===== src/hw/rtl/lirs_pkg.sv =====
// Shared types, constants and microcode ROM for the linear interpolation resampler.
`default_nettype none

package lirs_pkg;

  // Fixed field widths.
  localparam int SAMPLE_W = 16;
  localparam int PHASE_W  = 19;

  // Sequencer step addresses; the step address is the sequencer state.
  typedef enum logic [2:0] {
    STEP_FETCH  = 3'd0,
    STEP_CHECK  = 3'd1,
    STEP_TEST   = 3'd2,
    STEP_EMIT   = 3'd3,
    STEP_FINISH = 3'd4,
    STEP_PRIME  = 3'd5
  } step_t;

  // Jump conditions that a control word can test.
  typedef enum logic [2:0] {
    COND_ALWAYS,
    COND_NO_INPUT,
    COND_NOT_PRIMED,
    COND_LOOP_DONE,
    COND_OUT_BUSY
  } cond_t;

  // One control word: datapath strobes, a jump condition and two addresses.
  typedef struct packed {
    logic  take_in;
    logic  mul_en;
    logic  emit;
    logic  finish;
    logic  prime;
    cond_t cond;
    step_t jump_addr;
    step_t next_addr;
  } ctrl_t;

  // Microcode ROM: one control word per step.
  function automatic ctrl_t ucode_rom(input step_t addr);
    ctrl_t w;
    w = '{take_in: 1'b0, mul_en: 1'b0, emit: 1'b0, finish: 1'b0, prime: 1'b0,
          cond: COND_ALWAYS, jump_addr: STEP_FETCH, next_addr: STEP_FETCH};
    case (addr)
      STEP_FETCH: begin
        w.take_in   = 1'b1;
        w.cond      = COND_NO_INPUT;
        w.jump_addr = STEP_FETCH;
        w.next_addr = STEP_CHECK;
      end
      STEP_CHECK: begin
        w.cond      = COND_NOT_PRIMED;
        w.jump_addr = STEP_PRIME;
        w.next_addr = STEP_TEST;
      end
      STEP_TEST: begin
        w.mul_en    = 1'b1;
        w.cond      = COND_LOOP_DONE;
        w.jump_addr = STEP_FINISH;
        w.next_addr = STEP_EMIT;
      end
      STEP_EMIT: begin
        w.emit      = 1'b1;
        w.cond      = COND_OUT_BUSY;
        w.jump_addr = STEP_EMIT;
        w.next_addr = STEP_TEST;
      end
      STEP_FINISH: begin
        w.finish    = 1'b1;
      end
      STEP_PRIME: begin
        w.prime     = 1'b1;
      end
      default: begin
        w.cond      = COND_ALWAYS;
      end
    endcase
    return w;
  endfunction

endpackage

`default_nettype wire


===== src/hw/rtl/linear_interp_resampler.sv =====
// Linear interpolation sample rate converter, driven by a microcoded sequencer.
//
// Usage: one signed 16-bit sample is taken per input transfer (in_valid/in_ready).
// Each sample causes zero to MAX_UPSAMPLE output transfers (out_valid/out_ready),
// each an interpolated, rounded and saturated sample; last marks the final one
// caused by that input. The first sample after reset only primes the block.
// The phase increment step (input rate over output rate, unsigned Q.FRAC_BITS)
// is written through cfg_wr_en/cfg_wr_data while the block is idle.
// Sequence: after its transfer a sample passes the check step, then a test/multiply
// step and an emit step of the sequencer for each result it causes, then a last test
// step and the finish step, and the sequencer is back at the fetch step. The first
// result enters the output register in the first emit step. The sequencer works on
// one sample at a time; the next sample can be taken while the last result still
// sits in the output register, if the receiver has not yet taken it.
// Reset clears the sequencer, the output valid flag, the phase, the primed flag,
// the previous sample and the result counter, and sets step to 1.0.
// When the receiver stalls, the emit step waits until the output register frees.
`default_nettype none

module linear_interp_resampler
  import lirs_pkg::*;
#(
  parameter int FRAC_BITS    = 15,
  parameter int MAX_UPSAMPLE = 8
) (
  input  wire logic                       clk,
  input  wire logic                       rst,
  input  wire logic                       cfg_wr_en,
  input  wire logic [PHASE_W-1:0]         cfg_wr_data,
  input  wire logic                       in_valid,
  output logic                            in_ready,
  input  wire logic signed [SAMPLE_W-1:0] sample,
  output logic                            out_valid,
  input  wire logic                       out_ready,
  output logic signed [SAMPLE_W-1:0]      out_sample,
  output logic                            last
);

  localparam int CNT_W  = $clog2(MAX_UPSAMPLE + 1);
  localparam int DIFF_W = SAMPLE_W + 1;
  localparam int PROD_W = DIFF_W + FRAC_BITS + 1;
  localparam int ACC_W  = PROD_W + 1;
  localparam logic [PHASE_W-1:0] ONE_Q     = PHASE_W'(1 << FRAC_BITS);
  localparam logic [PHASE_W-1:0] PHASE_MAX = {PHASE_W{1'b1}};
  localparam logic [CNT_W-1:0]   CNT_MAX   = CNT_W'(MAX_UPSAMPLE);
  localparam logic signed [ACC_W-1:0] HALF = ACC_W'(1 << (FRAC_BITS - 1));
  localparam logic signed [ACC_W-FRAC_BITS-1:0] SAT_HI = (ACC_W-FRAC_BITS)'(32767);
  localparam logic signed [ACC_W-FRAC_BITS-1:0] SAT_LO = -(ACC_W-FRAC_BITS)'(32768);

  // Sequencer and datapath registers.
  step_t                      upc, upc_next;
  logic [PHASE_W-1:0]         step;
  logic [PHASE_W-1:0]         phase;
  logic                       primed;
  logic signed [SAMPLE_W-1:0] prev_sample;
  logic signed [SAMPLE_W-1:0] cur_sample;
  logic [CNT_W-1:0]           n_cnt;
  logic signed [PROD_W-1:0]   prod;

  ctrl_t                      ctrl;
  logic                       cond_true;
  logic                       out_busy;
  logic                       in_xfer;
  logic                       emit_fire;
  logic                       loop_done;
  logic [PHASE_W:0]           phase_sum;
  logic [PHASE_W-1:0]         phase_adv;
  logic [CNT_W-1:0]           n_inc;
  logic                       last_flag;
  logic signed [DIFF_W-1:0]   diff;
  logic signed [FRAC_BITS:0]  frac_s;
  logic signed [ACC_W-1:0]    acc;
  logic signed [ACC_W-FRAC_BITS-1:0] shifted;
  logic signed [SAMPLE_W-1:0] result;

  // Control word of the current step.
  assign ctrl = ucode_rom(upc);

  // Status flags tested by the microcode.
  assign out_busy  = out_valid && !out_ready;
  assign loop_done = (phase >= ONE_Q) || (n_cnt == CNT_MAX);

  always_comb begin
    case (ctrl.cond)
      COND_ALWAYS:     cond_true = 1'b1;
      COND_NO_INPUT:   cond_true = !in_valid;
      COND_NOT_PRIMED: cond_true = !primed;
      COND_LOOP_DONE:  cond_true = loop_done;
      COND_OUT_BUSY:   cond_true = out_busy;
      default:         cond_true = 1'b1;
    endcase
  end

  // Next step address.
  always_comb begin
    upc_next = cond_true ? ctrl.jump_addr : ctrl.next_addr;
  end

  // Strobes derived from the control word.
  always_comb begin
    in_ready  = ctrl.take_in;
    in_xfer   = in_valid && ctrl.take_in;
    emit_fire = ctrl.emit && !out_busy;
  end

  // Phase advance with saturation, and the end-of-burst flag for this result.
  assign phase_sum = {1'b0, phase} + {1'b0, step};
  assign phase_adv = phase_sum[PHASE_W] ? PHASE_MAX : phase_sum[PHASE_W-1:0];
  assign n_inc     = n_cnt + 1'b1;
  assign last_flag = (phase_adv >= ONE_Q) || (n_inc == CNT_MAX);

  // Interpolation: prev + (cur - prev) * frac, with the product registered.
  assign diff   = DIFF_W'(cur_sample) - DIFF_W'(prev_sample);
  assign frac_s = signed'({1'b0, phase[FRAC_BITS-1:0]});
  assign acc    = (ACC_W'(prev_sample) <<< FRAC_BITS) + ACC_W'(prod) + HALF;
  assign shifted = acc[ACC_W-1:FRAC_BITS];

  // Saturate to the sample range.
  always_comb begin
    if (shifted > SAT_HI) begin
      result = SAMPLE_W'(SAT_HI);
    end else if (shifted < SAT_LO) begin
      result = SAMPLE_W'(SAT_LO);
    end else begin
      result = shifted[SAMPLE_W-1:0];
    end
  end

  // Sequencer step counter.
  always_ff @(posedge clk) begin
    if (rst) begin
      upc <= STEP_FETCH;
    end else begin
      upc <= upc_next;
    end
  end

  // Configuration register.
  always_ff @(posedge clk) begin
    if (rst) begin
      step <= ONE_Q;
    end else if (cfg_wr_en) begin
      step <= cfg_wr_data;
    end
  end

  // Sample, phase and result counter state.
  always_ff @(posedge clk) begin
    if (rst) begin
      phase       <= '0;
      primed      <= 1'b0;
      prev_sample <= '0;
      n_cnt       <= '0;
    end else begin
      if (emit_fire) begin
        phase <= phase_adv;
        n_cnt <= n_inc;
      end
      if (ctrl.finish) begin
        phase       <= (phase >= ONE_Q) ? (phase - ONE_Q) : '0;
        prev_sample <= cur_sample;
        n_cnt       <= '0;
      end
      if (ctrl.prime) begin
        prev_sample <= cur_sample;
        primed      <= 1'b1;
      end
    end
  end

  // Payload registers.
  always_ff @(posedge clk) begin
    if (in_xfer) begin
      cur_sample <= sample;
    end
    if (ctrl.mul_en) begin
      prod <= diff * frac_s;
    end
  end

  // Output register.
  always_ff @(posedge clk) begin
    if (rst) begin
      out_valid <= 1'b0;
    end else if (emit_fire) begin
      out_valid <= 1'b1;
    end else if (out_ready) begin
      out_valid <= 1'b0;
    end
  end

  always_ff @(posedge clk) begin
    if (emit_fire) begin
      out_sample <= result;
      last       <= last_flag;
    end
  end

endmodule

`default_nettype wire


===== config.mk =====
export PLATFORM = sky130hd
export DESIGN_NAME = linear_interp_resampler
export DESIGN_NICKNAME = d
export VERILOG_FILES = /design/src/hw/rtl/lirs_pkg.sv /design/src/hw/rtl/linear_interp_resampler.sv
export SDC_FILE = /design/constraint.sdc
export NUM_CORES = 1
export LEC_CHECK = 0
export BUFFER_PORTS_ARGS = -buffer_cell sky130_fd_sc_hd__clkbuf_2
export CORE_UTILIZATION = 30
export CTS_BUF_LIST = sky130_fd_sc_hd__clkbuf_4
export DETAILED_ROUTE_END_ITERATION = 6
export REMOVE_ABC_BUFFERS = 1
export SETUP_SLACK_MARGIN = 0.5
export SYNTH_ARGS = -nofsm -noshare
export SYNTH_HDL_FRONTEND = slang
export SYNTH_SLANG_ARGS = --single-unit

===== constraint.sdc =====
create_clock -name clk -period 22.5 [get_ports clk]
set_input_delay 1.125 -clock clk [delete_from_list [all_inputs] [get_ports clk]]
set_output_delay 1.125 -clock clk [all_outputs]
set_load 0.01 [all_outputs]

Word level (Yosys, flattened, before mapping) --
Index checks and enable logic that the tools add are counted.
Word-level totals: flip-flop bits (word level) 129, bits of input ports 40, output and inout port bits 19
Operators by class: $add $sub $neg 6, multipliers 1, order comparisons 4, eq/ne operators 11, muxes and demuxes 18, reduce and logical (&&, ||, !) cells 14
Operators by type and width (number):
- $mux 19 | 4
- $mux 16 | 3
- $ge 19x16->1 const B | 2
- $add 31x33->34 | 1
- $add 34x16->34 const B | 1
- $mul 17x16->33 | 1
- $pmux 6 s4 | 1
- $add 19x19->20 | 1
- $gt 19x16->1 const B | 1
- $lt 19x16->1 const B | 1
- $sub 19x16->19 const B | 1
- $sub 16x16->17 | 1
- $eq 3x2->1 const B | 4
- $pmux 3 s4 | 1
- $eq 3x3->1 const B | 3
- $eq 4x4->1 const B | 2
- $mux 1 | 7
- $eq 3x1->1 const B | 2
- $reduce_bool 2->1 | 3
- $add 4x1->4 const B | 1
- $logic_not 1->1 | 4
- $pmux 1 s4 | 1
- $logic_and 1x1->1 | 3
- $logic_not 3->1 | 1
- other kinds (3) | 4

Depth between registers and ports, before layout --
Gate-level depths: netlist of the first run.
depth in word-level cells 6, mapped depth 35, mapped depth without buffers 34

Least setup slack after synthesis of the first run --
No wires, ideal clock.
path type reg-to-reg, from register prev_sample[0], to register prod[32], data pin, library setup time 260 ps, arrival 7814 ps, data required time 22240 ps, setup slack 14426 ps, cell stages (with the launch flop) 32, clock period less this slack 8074 ps, cell sequence dfxtp_1 > ha_1 > fa_1 > nor2b_1 > o21ai_0 > a21boi_1 > or4_1 > nand3_1 > and3b_1 > o21ai_0 > xor2_1 > clkbuf_1 > nand2_1 > fa_1 > fa_1 > fa_1 > inv_1 > fa_1 > fa_1 > inv_1 > fa_1 > inv_1 > ha_1 > a21o_1 > a2111o_1 > a311oi_2 > a21oi_1 > o21ai_2 > a31oi_1 > or3_1 > a31oi_1 > xnor2_1
Between the ends: longest elaborated chain between the ends 2
Ends and longest elaborated chain:
- from (decl) | RTL line linear_interp_resampler.sv:55 | logic signed [SAMPLE_W-1:0] prev_sample;
- from (signal assigned) | RTL line linear_interp_resampler.sv:161 | prev_sample <= cur_sample;
- from (signal assigned) | RTL line linear_interp_resampler.sv:165 | prev_sample <= cur_sample;
- $sub 16x16->17 | RTL line linear_interp_resampler.sv:113 | assign diff = DIFF_W'(cur_sample) - DIFF_W'(prev_sample);
- $mul 17x16->33 | RTL line linear_interp_resampler.sv:177 | prod <= diff * frac_s;
- to (signal assigned) | RTL line linear_interp_resampler.sv:177
- to (decl) | RTL line linear_interp_resampler.sv:58 | logic signed [PROD_W-1:0] prod;
Every way passes these cells. A chain may end at the register's enable or synchronous reset.

Worst setup path in the final report of the first run --
Same ends and word-level chain as after synthesis.

==> impl_metrics.csv, run 1 <==
group,metric,value,unit
run_status,outcome,"complete, no violations",
die,die_w,235.6,um
clock_tree,cts_tree,"yes",
worst_setup_path,r2r_cells,30,
timing,fin_crit,9024,ps
cells_and_area,finalInstanceArea,17710,um2
worst_setup_path,timing.rr.end,"prod[32]",
timing,fin_worst_skew,20.12,ps
route,avgViaCountPerCell,4.811,
synthesis,ys_ff_latch,115,
clock_tree,clock-sinks,115,
die,row_count,85,
global_routing,antenna_found_initial,2,
timing,hold_viol,0,
pwr,p_comb_share,50.3,%
cells_and_area,multi_input_area,12000,um2
synthesis,syn-cell-area,16370,um2
clock_tree,clkLatencyLatePin,570,ps
cells_and_area,fin_nets,2264,
worst_setup_path,critPathMaxFanout,15,
clock_tree,clkTransAtPathRegs,110,ps
worst_setup_path,arrival,9340,ps
worst_setup_path,crit_end,"prod[32]",
synthesis,yosys_warnings,0,
worst_setup_path,path_class,"register to register",
worst_setup_path,r2r_setup_slack,13480,ps
cells_and_area,num-fill-cells,5523,
worst_setup_path,crit_slowest_cell,"xor2_2",
timing,slew_headroom,17.72,%
clock_tree,htree_levels,4,
place,dp_hpwl,32620,um
timing,fin_crit_sh,40.11,%
synthesis,synth-edff-count,52,
synthesis,synth-main-ff-cell,"dfxtp_1",
synthesis,synth_async_sr_flop_share,0,%
cells_and_area,area_growth,8.153,%
pwr,swShare,48.55,%
pwr,netSwitchingPower,403.5,uW
synthesis,yosysTopAreaCell,"fa_1",
worst_setup_path,crit_start,"prev_sample[0]",
route,firstDrtPassIters,7,
timing,tns,0,ps
timing,fmax,110.8,MHz
clock_tree,cts-root-buf,"clkbuf_4",
route,wire_per_inst,16.13,um
synthesis,synth_area_leaders,"fa_1, ha_1, edfxtp_1",
synthesis,synth_most_common_cell,"inv_1",
worst_setup_path,critical-path-max-stage-delay,740,ps
synthesis,synth_top_area_share,31.05,%
worst_setup_path,required,22810,ps
hold_path,hp-start,"prev_sample[3]",
place,post-place-ws,13540,ps
worst_setup_path,cp-start-kind,"register",
clock_tree,cts_buffers,17,
run,drv_cap,0,
clock_tree,cts_setup_buffers,0,
pwr,cellLeakagePower,0.008328,uW
pwr,p_per_area,46.93,nW/um2
clock_tree,clock_path_buffers,2,
synthesis,synth.distinct_cells,70,
place,portBuffers,58,
die,dieArea,55520,um2
hold_path,hp-class,"register to register",
global_routing,grt_pass1_vias,12978,
route,ant_nets,0,
synthesis,syn_avg_cell_area,9.082,um2
place,place_congestion,0.8663,
timing,slew_viol_final,0,
route,drt_iter0_drc,714,
route,via_count,12220,
pwr,p_int,427.5,uW
synthesis,yosysSeqAreaShare,17.24,%
timing,timing.final.ws_setup,13480,ps
cells_and_area,drive_above_1_share,7.271,%
clock_tree,cts_resized,0,
timing,rsz0062_at_grt,"false",
die,io_pins,59,
global_routing,track_usage,15.46,%
pwr,seqPwrFrac,33.0,%
worst_setup_path,worst_path_most_repeated_cell,"fa_1",
worst_setup_path,worstSetupEndpointType,"register",
timing,finalSetupViolCount,0,
die,core,53920,um2
pwr,p_clk_share,16.7,%
route,routed_wl,40980,um
synthesis,ys_top_cells_by_count,"inv_1, fa_1, nand2_1",
worst_setup_path,r2r_start,"prev_sample[0]",
pwr,power.total,831.0,uW
timing,max_slew.worst_pin.slew,1233,ps
cells_and_area,ff_latch_area,2823,um2
route,drc,0,
pwr,ir_worst_vdd,39.45,uV
synthesis,synthCells,1803,
clock_tree,postCtsHoldBufs,0,
global_routing,grt_max_degree,48,
global_routing,grt_pass1_wl,68230,um
die,die_y,235.6,um
global_routing,overflow,0,
place,dpl_cell_area,17480,um2
die,start_util,30.37,%
placed cells by master, fill, tap and decap left out, drive strengths merged, types with 19 or more instances in the layout:
| cell type | n |
|---|---|
| xor2 | 23 |
| o21ai | 57 |
| mux2i | 23 |
| a21oi | 81 |
| nand2 | 196 |
| nor2b | 32 |
| o21a | 19 |
| nor2 | 83 |
| clkbuf | 76 |
| fa | 254 |
| edfxtp | 52 |
| dfxtp | 63 |
| ha | 139 |
| xnor2 | 59 |
| a21o | 22 |
| inv | 363 |
| and2 | 110 |
kinds of logic (layout without fill, tap and decap cells):
group | Yosys count | after routing | synth area share (%)
buf+inv | 429 | 469 | 9.857
compound gates | 252 | 252 | 10.18
fa+ha+maj | 393 | 393 | 41.67
xor+xnor | 82 | 82 | 4.386
flops | 115 | 115 | 17.24
simple gates | 509 | 509 | 15.26
mux | 23 | 23 | 1.406
other cells | 0 | 1 | 0
final cells by class:
| type | instances | area share [%] |
|---|---|---|
| clock buffers | 18 | 0.7630 |
| clock inverters | 13 | 0.5370 |
| repair buffers | 75 | 2.360 |
| inverters | 363 | 7.694 |
| well taps | 696 | 4.917 |
| flip-flops and latches | 115 | 15.94 |
| diodes | 1 | 0.01413 |
| multi-input cells | 1259 | 67.78 |
power by group through the flow:
stage | clock, uW | combinational, uW | sequential (uW)
detailed placement | 0 | 415 | 278
global placement | 0 | 406 | 278
CTS | 143 | 415 | 274
floorplan | 0 | 241 | 267
finish | 139 | 418 | 274
global route | 153 | 456 | 276
critical path, delay by kind of cell, from the launching register on:
family                   cells  cell delay (ps)
AO/OA/AOI/OAI               11             2520
buffers and inverters        4              240
flip-flops                   1              430
AND/OR/NAND/NOR              4             1080
adder cells (fa/ha/maj)      9             3680
XOR/XNOR                     2              820
per-layer routing:
| layer | up-vias | GRT usage [%] | part of all wire (%) |
|---|---|---|---|
| li1 | 5723 | - | - |
| met1 | 6159 | 20.75 | 47 |
| met2 | 294 | 26.15 | 47 |
| met3 | 44 | 1.970 | 4.0 |
| met4 | 0 | 4.021 | 1.7 |
| met5 | - | 0 | 0 |
worst min-delay path by stage:
| stage | end | slack, ps | cells after the start |
|---|---|---|---|
| 2_1_floorplan | primed | 440 | 2 |
| 3_3_place_gp | primed | 450 | 2 |
| 3_5_place_dp | prev_sample[3] | 470 | 2 |
| 4_1_cts | prev_sample[11] | 490 | 2 |
| 5_1_grt | prev_sample[10] | 500 | 2 |
| 6_report | prev_sample[3] | 490 | 2 |
state kept, by name, indices dropped and copies added, names as in the netlist:
register	flops
cur_sample	16
n_cnt	4
phase	19
prod	19
primed	1
step	19
out_valid	1
prev_sample	16
out_sample	16
last	1
upc	3
stage by stage:
| step | util, % | instances | hold slack (ps) |
|---|---|---|---|
| finish | 32.84 | 2540 | 488.4 |
| global route | 32.84 | 2540 | 503.6 |
| CTS | 32.84 | 2539 | 489.9 |
| detailed placement | 32.41 | 2508 | 472.9 |
| global placement | 32.41 | 2508 | 450.9 |
| floorplan | - | 1737 | 437.2 |
Power figures use the tool's default switching activity.
==> run 2, diff against run 1 <==
--- a/config.mk
+++ b/config.mk
@@ -5,6 +5,7 @@
 export SDC_FILE = /design/constraint.sdc
 export NUM_CORES = 1
 export LEC_CHECK = 0
+export ABC_AREA = 1
 export BUFFER_PORTS_ARGS = -buffer_cell sky130_fd_sc_hd__clkbuf_2
 export CORE_UTILIZATION = 30
 export CTS_BUF_LIST = sky130_fd_sc_hd__clkbuf_4
==> constraint.sdc (replaced) <==
create_clock -name clk -period 9.05 [get_ports clk]
set_input_delay 0.4525 -clock clk [delete_from_list [all_inputs] [get_ports clk]]
set_output_delay 0.4525 -clock clk [all_outputs]
set_load 0.01 [all_outputs]
==> run 2 against run 1 <==
Effect of this change: clock power rose to 2.6 times the previous value; clock-buffer cell count fell by 1; area after synthesis rose by 7.4%; cell area rose by 7.6%; sequential power rose to 2.6 times the previous value; sequential cell count did not move; largest cell class unchanged; highest routed layer unchanged.
==> impl_metrics.csv, run 2 <==
group,metric,value,unit
worst_setup_path,arrival,8130,ps
worst_setup_path,crit_slowest_cell,"fa_1",
run_status,outcome,"complete, no violations",
synthesis,synth-edff-count,52,
route,via_count,14862,
worst_setup_path,critPathMaxFanout,14,
clock_tree,htree_levels,4,
die,row_count,88,
place,portBuffers,58,
clock_tree,clock-sinks,115,
die,die_w,244.1,um
cells_and_area,num-fill-cells,6219,
timing,slew_headroom,24.39,%
timing,holdWs,50.85,ps
worst_setup_path,path_delay_family,"adder cells",
die,io_pins,59,
timing,hold_viol,0,
timing,slew_viol_final,0,
worst_setup_path,cp-start-kind,"register",
clock_tree,cts_setup_buffers,0,
cells_and_area,reg_top3,"phase x19, prod x19, step x19",
synthesis,ys_top_cells_by_count,"inv_1, nand2_1, nor2_1",
clock_tree,cts_buffers,17,
global_routing,grt_pass1_vias,15164,
pwr,p_int,1283,uW
die,core,57810,um2
cells_and_area,fin_nets,2777,
place,place_congestion,0.9161,
timing,finalSetupViolCount,0,
route,drt_iter0_drc,1074,
clock_tree,clkTransAtPathRegs,120,ps
synthesis,ys_ff_latch,115,
global_routing,track_usage,17.24,%
global_routing,antenna_found_initial,1,
synthesis,syn_avg_cell_area,7.671,um2
synthesis,yosysTopAreaCell,"fa_1",
hold_path,hp-start,"sample[6]",
clock_tree,cts-root-buf,"clkbuf_4",
cells_and_area,final_core_util,32.96,%
cells_and_area,drive_above_1_share,6.322,%
clock_tree,clock_path_buffers,2,
route,firstDrtPassIters,6,
worst_setup_path,critical-path-max-stage-delay,560,ps
pwr,ir_worst_vdd,112.7,uV
hold_path,hold_depth,1,
cells_and_area,final_cell_mix,"inv_1, nand2_1, nor2_1",
synthesis,synth_most_common_cell,"inv_1",
pwr,p_clk_share,12.6,%
worst_setup_path,path_class,"register to register",
hold_path,min_to,"cur_sample[6]",
timing,rsz0062_at_grt,"false",
timing,timing.final.ws_setup,1259,ps
synthesis,syn-cell-area,17590,um2
worst_setup_path,r2r_start,"prev_sample[0]",
run,drv_cap,0,
worst_setup_path,timing.rr.end,"prod[29]",
die,dieArea,59610,um2
synthesis,synthCells,2293,
global_routing,overflow,0,
die,die_y,244.1,um
synthesis,synth_async_sr_flop_share,0,%
worst_setup_path,worstSetupEndpointType,"register",
worst_setup_path,r2r_setup_slack,1260,ps
hold_path,hp-class,"primary input to register",
route,routed_wl,48960,um
route,drc,0,
global_routing,grt_max_degree,41,
die,start_util,30.43,%
worst_setup_path,crit_buf_inv,4,
pwr,p_comb_share,62.0,%
route,wire_per_inst,15.68,um
pwr,seqPwrFrac,25.4,%
timing,fmax,128.4,MHz
synthesis,synth.distinct_cells,52,
synthesis,synth_area_leaders,"fa_1, inv_1, ha_1",
place,post-place-ws,1316,ps
place,dp.cells,3082,
timing,max_slew.worst_pin.slew,1133,ps
clock_tree,cts_tree,"yes",
worst_setup_path,r2r_cells,29,
synthesis,yosysSeqAreaShare,16.05,%
route,avgViaCountPerCell,4.759,
cells_and_area,final_common_cell,"inv_1",
place,dp_hpwl,41280,um
timing,tns,0,ps
timing,fin_crit,7791,ps
pwr,p_per_area,149.2,nW/um2
cells_and_area,area_growth,8.315,%
global_routing,grt_pass1_wl,80860,um
timing,fin_worst_skew,28.65,ps
pwr,cellLeakagePower,0.009389,uW
worst_setup_path,worst_path_most_repeated_cell,"fa_1",
pwr,netSwitchingPower,1561,uW
timing,fin_crit_sh,86.09,%
clock_tree,clkLatencyLatePin,600,ps
route,ant_nets,0,
worst_setup_path,required,9390,ps
cells_and_area,finalNonFillerCells,3123,
synthesis,synth-main-ff-cell,"dfxtp_1",
pwr,swShare,54.88,%
synthesis,yosys_warnings,0,
synthesis,synth_top_area_share,28.91,%
run 2: changes by cell type in the layout (fill, tap and decap cells not counted), moves of 31 or more:
cell     change
nand2_1    +238
nor2_1     +189
inv_1      +130
and2_1     -108
nand3_1     +99
o21ai_0     +52
a21oi_1     +47
nor2b_1     -31
xnor2_1     -31
run 2: worst max-delay path by stage:
stage / start / to / slack (ps) / cells after the start
2_1_floorplan: prev_sample[0] / prod[32] / 2180 / 31
3_3_place_gp: prev_sample[0] / prod[32] / 1370 / 29
3_5_place_dp: prev_sample[0] / prod[32] / 1320 / 28
4_1_cts: prev_sample[0] / prod[32] / 1290 / 28
5_1_grt: prev_sample[0] / prod[32] / 770 / 30
6_report: prev_sample[0] / prod[29] / 1260 / 29
run 2: worst register-to-register path: cells and delay by family (launching register included):
family | cells | cell delay [ps]
DFF | 1 | 380
and+or+nand+nor | 13 | 2000
AOI/OAI and AO/OA | 3 | 610
buffers and inverters | 4 | 420
adders and majority gates | 9 | 4130
run 2: cells by family after synthesis:
kind of cell | share of synthesized area [%]
AND/OR/NAND/NOR | 21.39
buffers and inverters | 12.06
adder cells (fa/ha/maj) | 38.79
AO/OA/AOI/OAI | 8.578
flip-flops | 16.05
XOR/XNOR | 3.137
run 2: power by group through the flow:
stage          logic, uW  clock network, uW  registers (uW)
2_1_floorplan       1180                  0             707
3_3_place_gp        1740                  0             735
3_5_place_dp        1740                  0             735
4_1_cts             1760                374             723
5_1_grt             1960                394             731
6_report            1760                358             722
run 2: cell type report:
type | count | area (um2) | share of cell area, %
timing repair buffer | 79 | 467.9 | 2.456
multi-input combinational | 1625 | 12650 | 66.40
clock inverter | 15 | 123.9 | 0.6501
sequential | 115 | 2823 | 14.81
antenna | 1 | 2.502 | 0.01313
inverter | 506 | 1899 | 9.968
clock buffer | 17 | 127.6 | 0.6698
tap | 765 | 957.2 | 5.024
run 2: timing repair:
item	in CTS	in global routing
hold endpoints to repair	7	1
hold buffers	7	1
gates resized for setup	0	0
run 2: stage by stage:
stage	instance area [um2]	total power (uW)
2_1_floorplan	17370	1889
3_3_place_gp	18720	2479
4_1_cts	19040	2853
5_1_grt	19050	3083
6_report	19050	2844
3_5_place_dp	18720	2480
run 2: layer usage:
metal / vias up / GRT usage [%] / part of all wire, %
li1: 7167 / - / -
met1: 7192 / 22.88 / 44
met2: 435 / 29.27 / 48
met3: 68 / 2.228 / 5.9
met4: 0 / 4.743 / 2.1
met5: - / 0 / 0
